## config.mk

```make
export PLATFORM = sky130hd
export DESIGN_NAME = two_speed_shuttle_positioner
export DESIGN_NICKNAME = d
export VERILOG_FILES = /design/src/ssp_pkg.sv /design/src/ssp_cfg.sv /design/src/ssp_core.sv /design/src/two_speed_shuttle_positioner.sv
export SDC_FILE = /design/constraint.sdc
export NUM_CORES = 1
export LEC_CHECK = 0
export ABC_AREA = 1
export BUFFER_PORTS_ARGS = -buffer_cell sky130_fd_sc_hd__buf_2
export CAP_MARGIN = 10
export CORE_UTILIZATION = 51
export DETAILED_ROUTE_END_ITERATION = 12
export GPL_TIMING_DRIVEN = 0
export PLACE_DENSITY = 0.71
export SLEW_MARGIN = 5
export SYNTH_ARGS = -nofsm -noshare
export SYNTH_HDL_FRONTEND = slang
export SYNTH_HIERARCHICAL = 1
export SYNTH_SLANG_ARGS = --single-unit
```

## constraint.sdc

```tcl
create_clock -name clk -period 4.55 [get_ports clk]
set_clock_uncertainty 0.15 [all_clocks]
set_input_delay 0.2275 -clock clk [delete_from_list [all_inputs] [get_ports clk]]
set_output_delay 0.2275 -clock clk [all_outputs]
set_load 0.02 [all_outputs]
```

## src/ssp_pkg.sv

```systemverilog
// Shared types and constants for the two-speed shuttle positioner.
// Used by every module in src; depends on nothing.
package ssp_pkg;

	// Field widths
	localparam int PosW    = 12;
	localparam int SelW    = 5;
	localparam int ThrW    = 12;
	localparam int CompW   = 8;
	localparam int TickW   = 16;
	localparam int PulseW  = 8;
	localparam int StatW   = 3;
	localparam int CfgIdxW = 2;
	localparam int CfgDatW = 16;

	// Selection stepping and scaling
	localparam logic [SelW-1:0] DistStep   = SelW'(5);
	localparam logic [SelW-1:0] DistWrap   = SelW'(30);
	localparam logic [SelW-1:0] SelReset   = SelW'(5);
	localparam logic [6:0]      CmPerUnit  = 7'd100;
	localparam logic [PosW-1:0] PosMax     = {PosW{1'b1}};
	localparam logic [TickW-1:0] TickMax   = {TickW{1'b1}};

	// Register reset values
	localparam logic [ThrW-1:0]   ThrReset     = ThrW'(150);
	localparam logic [CompW-1:0]  CompReset    = CompW'(0);
	localparam logic [TickW-1:0]  TimeoutReset = TickW'(15000);
	localparam logic [PulseW-1:0] PulseReset   = PulseW'(1);

	// Input item kinds
	typedef enum logic [1:0] {
		REQ_TICK  = 2'd0,
		REQ_PULSE = 2'd1,
		REQ_DIST  = 2'd2,
		REQ_START = 2'd3
	} req_t;

	// Result status codes
	typedef enum logic [StatW-1:0] {
		ST_NONE   = 3'd0,
		ST_REJECT = 3'd1,
		ST_STALL  = 3'd2,
		ST_DONE   = 3'd3,
		ST_HOMED  = 3'd4
	} status_t;

	// Configuration register indexes
	typedef enum logic [CfgIdxW-1:0] {
		CFG_SLOW_THR = 2'd0,
		CFG_STOP_CMP = 2'd1,
		CFG_TIMEOUT  = 2'd2,
		CFG_CM_PULSE = 2'd3
	} cfg_idx_t;

	typedef struct packed {
		logic [ThrW-1:0]   slow_threshold;
		logic [CompW-1:0]  stop_comp;
		logic [TickW-1:0]  timeout_ticks;
		logic [PulseW-1:0] cm_per_pulse;
	} cfg_t;

	typedef struct packed {
		logic            motor_on;
		logic            drive_forward;
		logic            slow_speed;
		logic [PosW-1:0] position_cm;
		logic [SelW-1:0] selected_m;
		status_t         status;
	} result_t;

endpackage

```

## src/ssp_cfg.sv

```systemverilog
// Configuration register file for the shuttle positioner.
// Depends on ssp_pkg.
module ssp_cfg (
	input  logic                            clk,
	input  logic                            arst_n,
	input  logic                            cfg_valid,
	input  logic [ssp_pkg::CfgIdxW-1:0]     cfg_index,
	input  logic [ssp_pkg::CfgDatW-1:0]     cfg_data,
	output ssp_pkg::cfg_t                   cfg
);

	ssp_pkg::cfg_t cfg_q;

	// Register writes; every beat is taken
	always_ff @(posedge clk or negedge arst_n) begin
		if (!arst_n) begin
			cfg_q.slow_threshold <= ssp_pkg::ThrReset;
			cfg_q.stop_comp      <= ssp_pkg::CompReset;
			cfg_q.timeout_ticks  <= ssp_pkg::TimeoutReset;
			cfg_q.cm_per_pulse   <= ssp_pkg::PulseReset;
		end else if (cfg_valid) begin
			unique case (ssp_pkg::cfg_idx_t'(cfg_index))
				ssp_pkg::CFG_SLOW_THR: cfg_q.slow_threshold <= cfg_data[ssp_pkg::ThrW-1:0];
				ssp_pkg::CFG_STOP_CMP: cfg_q.stop_comp      <= cfg_data[ssp_pkg::CompW-1:0];
				ssp_pkg::CFG_TIMEOUT:  cfg_q.timeout_ticks  <= cfg_data[ssp_pkg::TickW-1:0];
				ssp_pkg::CFG_CM_PULSE: cfg_q.cm_per_pulse   <= cfg_data[ssp_pkg::PulseW-1:0];
				default: ;
			endcase
		end
	end

	assign cfg = cfg_q;

endmodule

```

## src/ssp_core.sv

```systemverilog
// Run controller: mode, position, selection and timers, updated once per item.
// Depends on ssp_pkg.
module ssp_core (
	input  logic                        clk,
	input  logic                        arst_n,
	input  logic                        step,
	input  ssp_pkg::req_t               req,
	input  logic                        endstop,
	input  ssp_pkg::cfg_t               cfg,
	output ssp_pkg::result_t            result
);

	typedef enum logic [2:0] {
		M_IDLE  = 3'd0,
		M_HWAIT = 3'd1,
		M_HRUN  = 3'd2,
		M_FWD   = 3'd3,
		M_REV   = 3'd4
	} mode_t;

	mode_t                        mode_q, mode_d;
	logic [ssp_pkg::PosW-1:0]     pos_q, pos_d;
	logic [ssp_pkg::SelW-1:0]     sel_q, sel_d;
	logic                         fwd_next_q, fwd_next_d;
	logic                         slowing_q, slowing_d;
	logic [ssp_pkg::TickW-1:0]    elapsed_q, elapsed_d;
	ssp_pkg::status_t             status_d;

	logic [11:0]                  target_raw;
	logic [ssp_pkg::PosW-1:0]     target;
	logic [ssp_pkg::PosW:0]       margin;
	logic [ssp_pkg::SelW:0]       sel_sum;
	logic [ssp_pkg::SelW-1:0]     sel_wrap;
	logic                         stall_now;
	logic [ssp_pkg::TickW-1:0]    elapsed_inc;
	logic [ssp_pkg::PosW:0]       pos_add;
	logic [ssp_pkg::PosW-1:0]     pos_fwd, pos_rev;
	logic                         motor;

	// Slow point: forward when within margin of target, reverse when within margin of home
	function automatic logic slow_hit(input logic fwd, input logic [ssp_pkg::PosW-1:0] pos,
			input logic [ssp_pkg::PosW:0] mrg, input logic [ssp_pkg::PosW-1:0] tgt);
		logic [ssp_pkg::PosW+1:0] reach;
		reach = {2'b00, pos} + {1'b0, mrg};
		if (fwd)
			slow_hit = reach >= {2'b00, tgt};
		else
			slow_hit = {1'b0, pos} <= mrg;
	endfunction

	// Target distance and shared helpers
	always_comb begin
		target_raw  = 12'(sel_q) * 12'(ssp_pkg::CmPerUnit);
		target      = (target_raw > ssp_pkg::PosMax) ? ssp_pkg::PosMax : target_raw;
		margin      = {1'b0, cfg.slow_threshold} + ssp_pkg::PosW'(cfg.stop_comp);
		sel_sum     = {1'b0, sel_q} + {1'b0, ssp_pkg::DistStep};
		sel_wrap    = (sel_sum >= {1'b0, ssp_pkg::DistWrap}) ?
		              ssp_pkg::SelW'(sel_sum - {1'b0, ssp_pkg::DistWrap}) :
		              sel_sum[ssp_pkg::SelW-1:0];
		stall_now   = elapsed_q >= cfg.timeout_ticks;
		elapsed_inc = (elapsed_q == ssp_pkg::TickMax) ? elapsed_q : elapsed_q + 1'b1;
		pos_add     = {1'b0, pos_q} + ssp_pkg::PosW'(cfg.cm_per_pulse);
		pos_fwd     = pos_add[ssp_pkg::PosW] ? ssp_pkg::PosMax : pos_add[ssp_pkg::PosW-1:0];
		pos_rev     = (pos_q > ssp_pkg::PosW'(cfg.cm_per_pulse)) ?
		              pos_q - ssp_pkg::PosW'(cfg.cm_per_pulse) : '0;
	end

	// Next state for one item
	always_comb begin
		logic run_fwd;
		logic stall;
		logic done;
		logic [ssp_pkg::PosW-1:0] pos_n;
		mode_d     = mode_q;
		pos_d      = pos_q;
		sel_d      = sel_q;
		fwd_next_d = fwd_next_q;
		slowing_d  = slowing_q;
		elapsed_d  = elapsed_q;
		status_d   = ssp_pkg::ST_NONE;
		run_fwd    = (mode_q != M_REV);
		stall      = 1'b0;
		done       = 1'b0;
		pos_n      = pos_q;
		unique case (mode_q)
			M_IDLE: begin
				if (req == ssp_pkg::REQ_DIST && endstop) begin
					sel_d = sel_wrap;
				end else if (req == ssp_pkg::REQ_START) begin
					if (sel_q == '0) begin
						status_d = ssp_pkg::ST_REJECT;
					end else begin
						elapsed_d = '0;
						if (fwd_next_q) begin
							mode_d    = M_FWD;
							pos_d     = '0;
							slowing_d = slow_hit(1'b1, '0, margin, target);
						end else if (target == '0 || endstop) begin
							// reverse start already at home
							mode_d     = M_IDLE;
							pos_d      = target;
							slowing_d  = 1'b0;
							fwd_next_d = ~fwd_next_q;
							status_d   = ssp_pkg::ST_DONE;
						end else begin
							mode_d    = M_REV;
							pos_d     = target;
							slowing_d = slow_hit(1'b0, target, margin, target);
						end
					end
				end
			end
			M_HWAIT: begin
				if (endstop) begin
					mode_d     = M_IDLE;
					pos_d      = '0;
					fwd_next_d = 1'b1;
					slowing_d  = 1'b0;
					status_d   = ssp_pkg::ST_HOMED;
				end else if (req == ssp_pkg::REQ_START) begin
					mode_d    = M_HRUN;
					elapsed_d = '0;
				end
			end
			M_HRUN: begin
				if (endstop) begin
					mode_d     = M_IDLE;
					pos_d      = '0;
					fwd_next_d = 1'b1;
					slowing_d  = 1'b0;
					status_d   = ssp_pkg::ST_HOMED;
				end else if (req == ssp_pkg::REQ_TICK) begin
					if (stall_now) begin
						mode_d    = M_HWAIT;
						slowing_d = 1'b0;
						status_d  = ssp_pkg::ST_STALL;
					end else begin
						elapsed_d = elapsed_inc;
					end
				end
			end
			default: begin
				// forward or reverse run; unused codes run forward
				mode_d = run_fwd ? M_FWD : M_REV;
				if (req == ssp_pkg::REQ_PULSE) begin
					pos_n = run_fwd ? pos_fwd : pos_rev;
				end else if (req == ssp_pkg::REQ_TICK) begin
					stall = stall_now;
					if (!stall_now)
						elapsed_d = elapsed_inc;
				end
				pos_d = pos_n;
				done  = run_fwd ? (pos_n >= target) : (pos_n == '0 || endstop);
				if (done) begin
					mode_d     = M_IDLE;
					slowing_d  = 1'b0;
					fwd_next_d = ~fwd_next_q;
					status_d   = ssp_pkg::ST_DONE;
				end else if (stall) begin
					mode_d    = M_HWAIT;
					slowing_d = 1'b0;
					status_d  = ssp_pkg::ST_STALL;
				end else begin
					slowing_d = slowing_q | slow_hit(run_fwd, pos_n, margin, target);
				end
			end
		endcase
	end

	// State registers
	always_ff @(posedge clk or negedge arst_n) begin
		if (!arst_n) begin
			mode_q     <= M_HWAIT;
			pos_q      <= '0;
			sel_q      <= ssp_pkg::SelReset;
			fwd_next_q <= 1'b1;
			slowing_q  <= 1'b0;
			elapsed_q  <= '0;
		end else if (step) begin
			mode_q     <= mode_d;
			pos_q      <= pos_d;
			sel_q      <= sel_d;
			fwd_next_q <= fwd_next_d;
			slowing_q  <= slowing_d;
			elapsed_q  <= elapsed_d;
		end
	end

	// Result fields from the updated state
	always_comb begin
		motor                = (mode_d == M_HRUN) || (mode_d == M_FWD) || (mode_d == M_REV);
		result.motor_on      = motor;
		result.drive_forward = (mode_d == M_FWD);
		result.slow_speed    = (mode_d == M_HRUN) || (motor && slowing_d);
		result.position_cm   = pos_d;
		result.selected_m    = sel_d;
		result.status        = status_d;
	end

endmodule

```

## src/two_speed_shuttle_positioner.sv

```systemverilog
// Top level of the two-speed shuttle positioner: input register, run controller,
// configuration registers and result register. Depends on ssp_pkg, ssp_cfg, ssp_core.

// Each input beat (tick, encoder pulse, distance press or start press, with the
// endstop level) gives exactly one result beat. A beat is registered on entry and
// its result is registered once the result register is empty or being drained; one
// beat is taken every cycle while the result register is empty or being drained, so
// throughput is one item per clock. The configuration port is always ready; write
// registers only while no item is in flight.
module two_speed_shuttle_positioner (
	input  logic                            clk,
	input  logic                            arst_n,
	// input items
	input  logic                            in_valid,
	output logic                            in_ready,
	input  logic [1:0]                      req_type,
	input  logic                            endstop_active,
	// result items
	output logic                            out_valid,
	input  logic                            out_ready,
	output logic                            motor_on,
	output logic                            drive_forward,
	output logic                            slow_speed,
	output logic [ssp_pkg::PosW-1:0]        position_cm,
	output logic [ssp_pkg::SelW-1:0]        selected_m,
	output logic [ssp_pkg::StatW-1:0]       status,
	// configuration writes
	input  logic                            cfg_valid,
	output logic                            cfg_ready,
	input  logic [ssp_pkg::CfgIdxW-1:0]     cfg_index,
	input  logic [ssp_pkg::CfgDatW-1:0]     cfg_data
);

	logic              valid_s1;
	ssp_pkg::req_t     req_s1;
	logic              endstop_s1;
	logic              step;
	logic              out_valid_q;
	ssp_pkg::result_t  result;
	ssp_pkg::result_t  result_q;
	ssp_pkg::cfg_t     cfg;

	// Advance when an item waits and the result register can take it
	assign step     = valid_s1 && (!out_valid_q || out_ready);
	assign in_ready = !valid_s1 || step;
	assign cfg_ready = 1'b1;

	// Input register
	always_ff @(posedge clk or negedge arst_n) begin
		if (!arst_n) begin
			valid_s1 <= 1'b0;
		end else if (in_ready) begin
			valid_s1 <= in_valid;
		end
	end

	always_ff @(posedge clk) begin
		if (in_ready && in_valid) begin
			req_s1     <= ssp_pkg::req_t'(req_type);
			endstop_s1 <= endstop_active;
		end
	end

	ssp_cfg u_cfg (
		.clk       (clk),
		.arst_n    (arst_n),
		.cfg_valid (cfg_valid),
		.cfg_index (cfg_index),
		.cfg_data  (cfg_data),
		.cfg       (cfg)
	);

	ssp_core u_core (
		.clk     (clk),
		.arst_n  (arst_n),
		.step    (step),
		.req     (req_s1),
		.endstop (endstop_s1),
		.cfg     (cfg),
		.result  (result)
	);

	// Result register
	always_ff @(posedge clk or negedge arst_n) begin
		if (!arst_n) begin
			out_valid_q <= 1'b0;
		end else if (step) begin
			out_valid_q <= 1'b1;
		end else if (out_ready) begin
			out_valid_q <= 1'b0;
		end
	end

	always_ff @(posedge clk) begin
		if (step) begin
			result_q <= result;
		end
	end

	assign out_valid     = out_valid_q;
	assign motor_on      = result_q.motor_on;
	assign drive_forward = result_q.drive_forward;
	assign slow_speed    = result_q.slow_speed;
	assign position_cm   = result_q.position_cm;
	assign selected_m    = result_q.selected_m;
	assign status        = result_q.status;

endmodule
```

==> impl_metrics.tcl <==
set metrics [dict create \
    cp_top_family "simple AND/OR/NAND/NOR gates" \
    io-pin-count 52 \
    clockRootBuffer "sky130_fd_sc_hd__clkbuf_16" \
    status "finished with violations" \
    synth.ff_latch_count 110 \
    routed_wirelength_um 27200 \
    number_of_enable_type_register_cells_in_the_synthesized_netlist 26 \
    timing.final.max_slew_violations 0 \
    grt_pass1_vias 8790 \
    power.leakage_nw 5.84 \
    violations "negative setup slack" \
    yosysWarningCount 6 \
    cp-start-kind "flop" \
    power.density_cell_area_nw_per_um2 690 \
    drcViolationCount 0 \
    cts_buffers 9 \
    fillCellCount 1663 \
    grt_use_total_pct 27.8 \
    arrival_ps 4940 \
    timing.critical_path.buf_inv 7 \
    final_critical_path_share_of_the_clock_period_pct 109 \
    detail_route.vias_per_cell 5.45 \
    drt_first_pass_iters 5 \
    insertion_delay_ps 360 \
    crit_path_time_final_ps 4970 \
    gp_congestion 0.923 \
    path_clk_slew_ps 80 \
    fp.dieArea_um2 19900 \
    worst-slew-pin-transition_ps 846 \
    critical_path.max_fanout 4 \
    grt_first_pass_wirelength_um 43200 \
    detail_route.iter0.violations 700 \
    cts.path.max_buffers 2 \
    initial_antenna_violation_count 0 \
    peakVddDrop_v 0.000408 \
    min_path_type "in -> reg" \
    power.total_mw 8.01 \
    crit_top_cell "sky130_fd_sc_hd__nand2_1" \
    num_antenna_cells 0 \
    route.vias.total 9517 \
    grt_overflow_total 0 \
    synthToLayoutAreaGrowth_pct 17.3 \
    worst_path_largest_cell_delay_ps 580 \
    synth-main-ff-cell "sky130_fd_sc_hd__dfrtp_1" \
    setup_viol 3 \
    final_layout_size_suffix_gt1_share_pct 17.9 \
    dieWidth_um 141 \
    timing.setup.critical_path_class "reg -> reg" \
    floorplan.core_area_um2 18800 \
    final-instance-count-excl-fill 1747 \
    die_h_um 141 \
    port_buffers 49 \
    asr_flop_ratio_synth_pct 76.4 \
    tritoncts_clock_tree "done" \
    finish.net_count 1630 \
    area.sequential_um2 2910 \
    hpwl_um 20700 \
    synth_sequential_area_ratio_pct 29.4 \
    netlist_area_um2 9880 \
    rsz0062_at_grt "yes" \
    crit_required_ps 4520 \
    standard_cell_rows 50 \
    postSynthAreaPerCell_um2 7.21 \
    multi_input_area_um2 6330 \
    dpl-instance-area_um2 10500 \
    clock.fmax_ghz 0.201 \
    finalHoldViolCount 0 \
    synth_cell_types 50 \
    layout.cell_area.non_filler_um2 11600 \
    detail_route.wl_per_cell_um 15.6 \
    fin_ws_ps -417 \
    post_placement_cell_count 1680 \
    cts.sink_count 110 \
    htree_levels 3 \
    relSlewSlack_pct 43.5 \
    drt.antenna.violating_nets 0 \
    grt_max_degree 55 \
    cap_violations 0 \
    slowest_stage "sky130_fd_sc_hd__dfstp_2" \
    setup.worst_path.end_class "flop" \
    synthesis.nets 1518 \
    synthesis.instances 1370 \
    start_util_pct 52.5 \
]
==> layer usage <==
layer | vias to the layer above | GRT usage, % | part of all wire [%]
met1 | 4420 | 36.7 | 45
met2 | 315 | 46.2 | 47
met5 | - | 0 | 0
met4 | 0 | 9.32 | 2.6
li1 | 4734 | - | -
met3 | 48 | 4.25 | 6.0
==> worst paths after layout <==
check / startpoint / to / slack (ps) / depth (start not counted)
worst max-delay path: u_cfg/cfg[0] / slow_speed / -420 / 36
worst min-delay path: cfg_data[6] / u_cfg/cfg[38] / 20 / 3
worst max register to register: u_cfg/cfg[0] / slow_speed / -420 / 36
worst min register to register: u_cfg/cfg[17] / u_cfg/cfg[17] / 310 / 2
max in group asynchronous: arst_n / u_cfg/cfg[0] / 3360 / 3
min in group asynchronous: arst_n / u_core/elapsed_q[7] / 200 / 2
==> placed cells by master, fill, tap and decap left out, types with 5 or more instances in the layout <==
cell | Yosys | routed
sky130_fd_sc_hd__a21oi_1 | 76 | 70
sky130_fd_sc_hd__o211ai_1 | 12 | 12
sky130_fd_sc_hd__nor2_1 | 94 | 92
sky130_fd_sc_hd__clkbuf_16 | 0 | 10
sky130_fd_sc_hd__buf_4 | 9 | 38
sky130_fd_sc_hd__dlygate4sd3_1 | 0 | 22
sky130_fd_sc_hd__edfxtp_1 | 26 | 26
sky130_fd_sc_hd__a31oi_1 | 10 | 10
sky130_fd_sc_hd__ha_1 | 117 | 103
sky130_fd_sc_hd__dfstp_2 | 16 | 16
sky130_fd_sc_hd__o21ai_0 | 51 | 46
sky130_fd_sc_hd__nand3b_1 | 5 | 5
sky130_fd_sc_hd__nor3_1 | 22 | 21
sky130_fd_sc_hd__clkbuf_1 | 9 | 9
sky130_fd_sc_hd__nand3_1 | 79 | 75
sky130_fd_sc_hd__nor4_1 | 7 | 7
sky130_fd_sc_hd__nand3_2 | 8 | 11
sky130_fd_sc_hd__buf_2 | 15 | 63
sky130_fd_sc_hd__nand2_1 | 372 | 359
sky130_fd_sc_hd__dfrtp_1 | 68 | 65
sky130_fd_sc_hd__nor2_4 | 5 | 6
sky130_fd_sc_hd__inv_2 | 12 | 19
sky130_fd_sc_hd__buf_6 | 6 | 9
sky130_fd_sc_hd__nand4_1 | 49 | 49
sky130_fd_sc_hd__xor2_1 | 31 | 31
sky130_fd_sc_hd__o21ai_1 | 6 | 9
sky130_fd_sc_hd__nand2_2 | 19 | 25
sky130_fd_sc_hd__inv_1 | 184 | 176
sky130_fd_sc_hd__nor2_2 | 7 | 8
sky130_fd_sc_hd__ha_4 | 0 | 11
sky130_fd_sc_hd__nand2_4 | 2 | 9
sky130_fd_sc_hd__a21oi_2 | 3 | 6
==> per-stage QoR <==
step                TNS [ps]  utilization [%]  worst slack, ps  hold WS, ps
floorplan                  0                -             18.0         -218
global placement       -1060             55.6             -590          256
detailed placement     -1180             55.8             -649         63.7
CTS                     -704             60.0             -386         4.13
global route           -2010             61.6             -683         3.83
finish                  -789             61.6             -417         15.7
==> cells by family (layout without fill, tap and decap cells) <==
kind of cell | after synthesis | in the layout | share of synthesized area (%)
adder cells (fa/ha/maj) | 122 | 122 | 15.8
buffers and inverters | 237 | 354 | 10.0
other | 1 | 1 | 0.0379
AND/OR/NAND/NOR | 682 | 682 | 31.2
XOR/XNOR | 34 | 34 | 3.01
AO/OA/AOI/OAI | 184 | 184 | 10.5
flip-flops | 110 | 110 | 29.4
==> power breakdown <==
part / total, mW / internal [mW] / leakage [nW] / switching [mW]
combinational: 5.60 / 2.11 / 4.41 / 3.48
sequential: 1.63 / 1.35 / 1.29 / 0.279
clock: 0.776 / 0.421 / 0.142 / 0.355
total: 8.01 / 3.89 / 5.84 / 4.12
==> final cells by class <==
| cell class | count | share of cell area (%) |
|---|---|---|
| Timing Repair Buffer | 104 | 6.55 |
| Clock inverter | 2 | 0.119 |
| Buffer | 36 | 2.01 |
| Sequential cell | 110 | 25.1 |
| Clock buffer | 14 | 2.37 |
| Tap cell | 260 | 2.80 |
| Inverter | 198 | 6.47 |
| Multi-Input combinational cell | 1023 | 54.6 |
==> flip-flops by register name, indices dropped and copies added (netlist names), 2 cells and up <==
register,cells
position_cm,12
req_s1,2
selected_m,5
status,3
u_cfg/cfg,44
u_core/elapsed_q,16
u_core/mode_q,3
u_core/pos_q,12
u_core/sel_q,5
==> cells in the mapped netlist (6+ instances only) <==
cell type,instances,share of area (%)
sky130_fd_sc_hd__nor2_1,94,3.6
sky130_fd_sc_hd__dfstp_2,16,4.3
sky130_fd_sc_hd__buf_2,15,0.76
sky130_fd_sc_hd__nand2_2,19,1.2
sky130_fd_sc_hd__edfxtp_1,26,7.9
sky130_fd_sc_hd__nand2_1,372,14
sky130_fd_sc_hd__ha_1,117,15
sky130_fd_sc_hd__o211ai_1,12,0.91
sky130_fd_sc_hd__clkbuf_1,9,0.34
sky130_fd_sc_hd__nand3_2,8,0.81
sky130_fd_sc_hd__nor3_1,22,1.1
sky130_fd_sc_hd__xor2_1,31,2.7
sky130_fd_sc_hd__dfrtp_1,68,17
sky130_fd_sc_hd__nand3_1,79,4.0
sky130_fd_sc_hd__buf_4,9,0.68
sky130_fd_sc_hd__inv_1,184,7.0
sky130_fd_sc_hd__nor4_1,7,0.44
sky130_fd_sc_hd__buf_6,6,0.68
sky130_fd_sc_hd__nand4_1,49,3.1
sky130_fd_sc_hd__nor2_2,7,0.44
sky130_fd_sc_hd__o21ai_1,6,0.30
sky130_fd_sc_hd__a21oi_1,76,3.8
sky130_fd_sc_hd__o21ai_0,51,2.6
sky130_fd_sc_hd__inv_2,12,0.46
sky130_fd_sc_hd__a31oi_1,10,0.63
==> what timing repair did <==
action | in CTS | in global routing
buffers inserted | 18 | 14
pin swaps | 23 | 40
resized for setup | 43 | 39
setup endpoints to repair | 2 | 9
endpoints found under the hold margin | 52 | 0
hold buffers | 22 | 0
==> worst reg2reg max path: cells and delay by family, from the launching register on <==
family | cells | cell delay (ps)
flops | 1 | 580
simple gates | 19 | 1620
buf+inv | 7 | 470
compound gates | 5 | 710
xor+xnor | 1 | 150
fa+ha+maj | 4 | 1060
(Power assumes the default switching activity.)
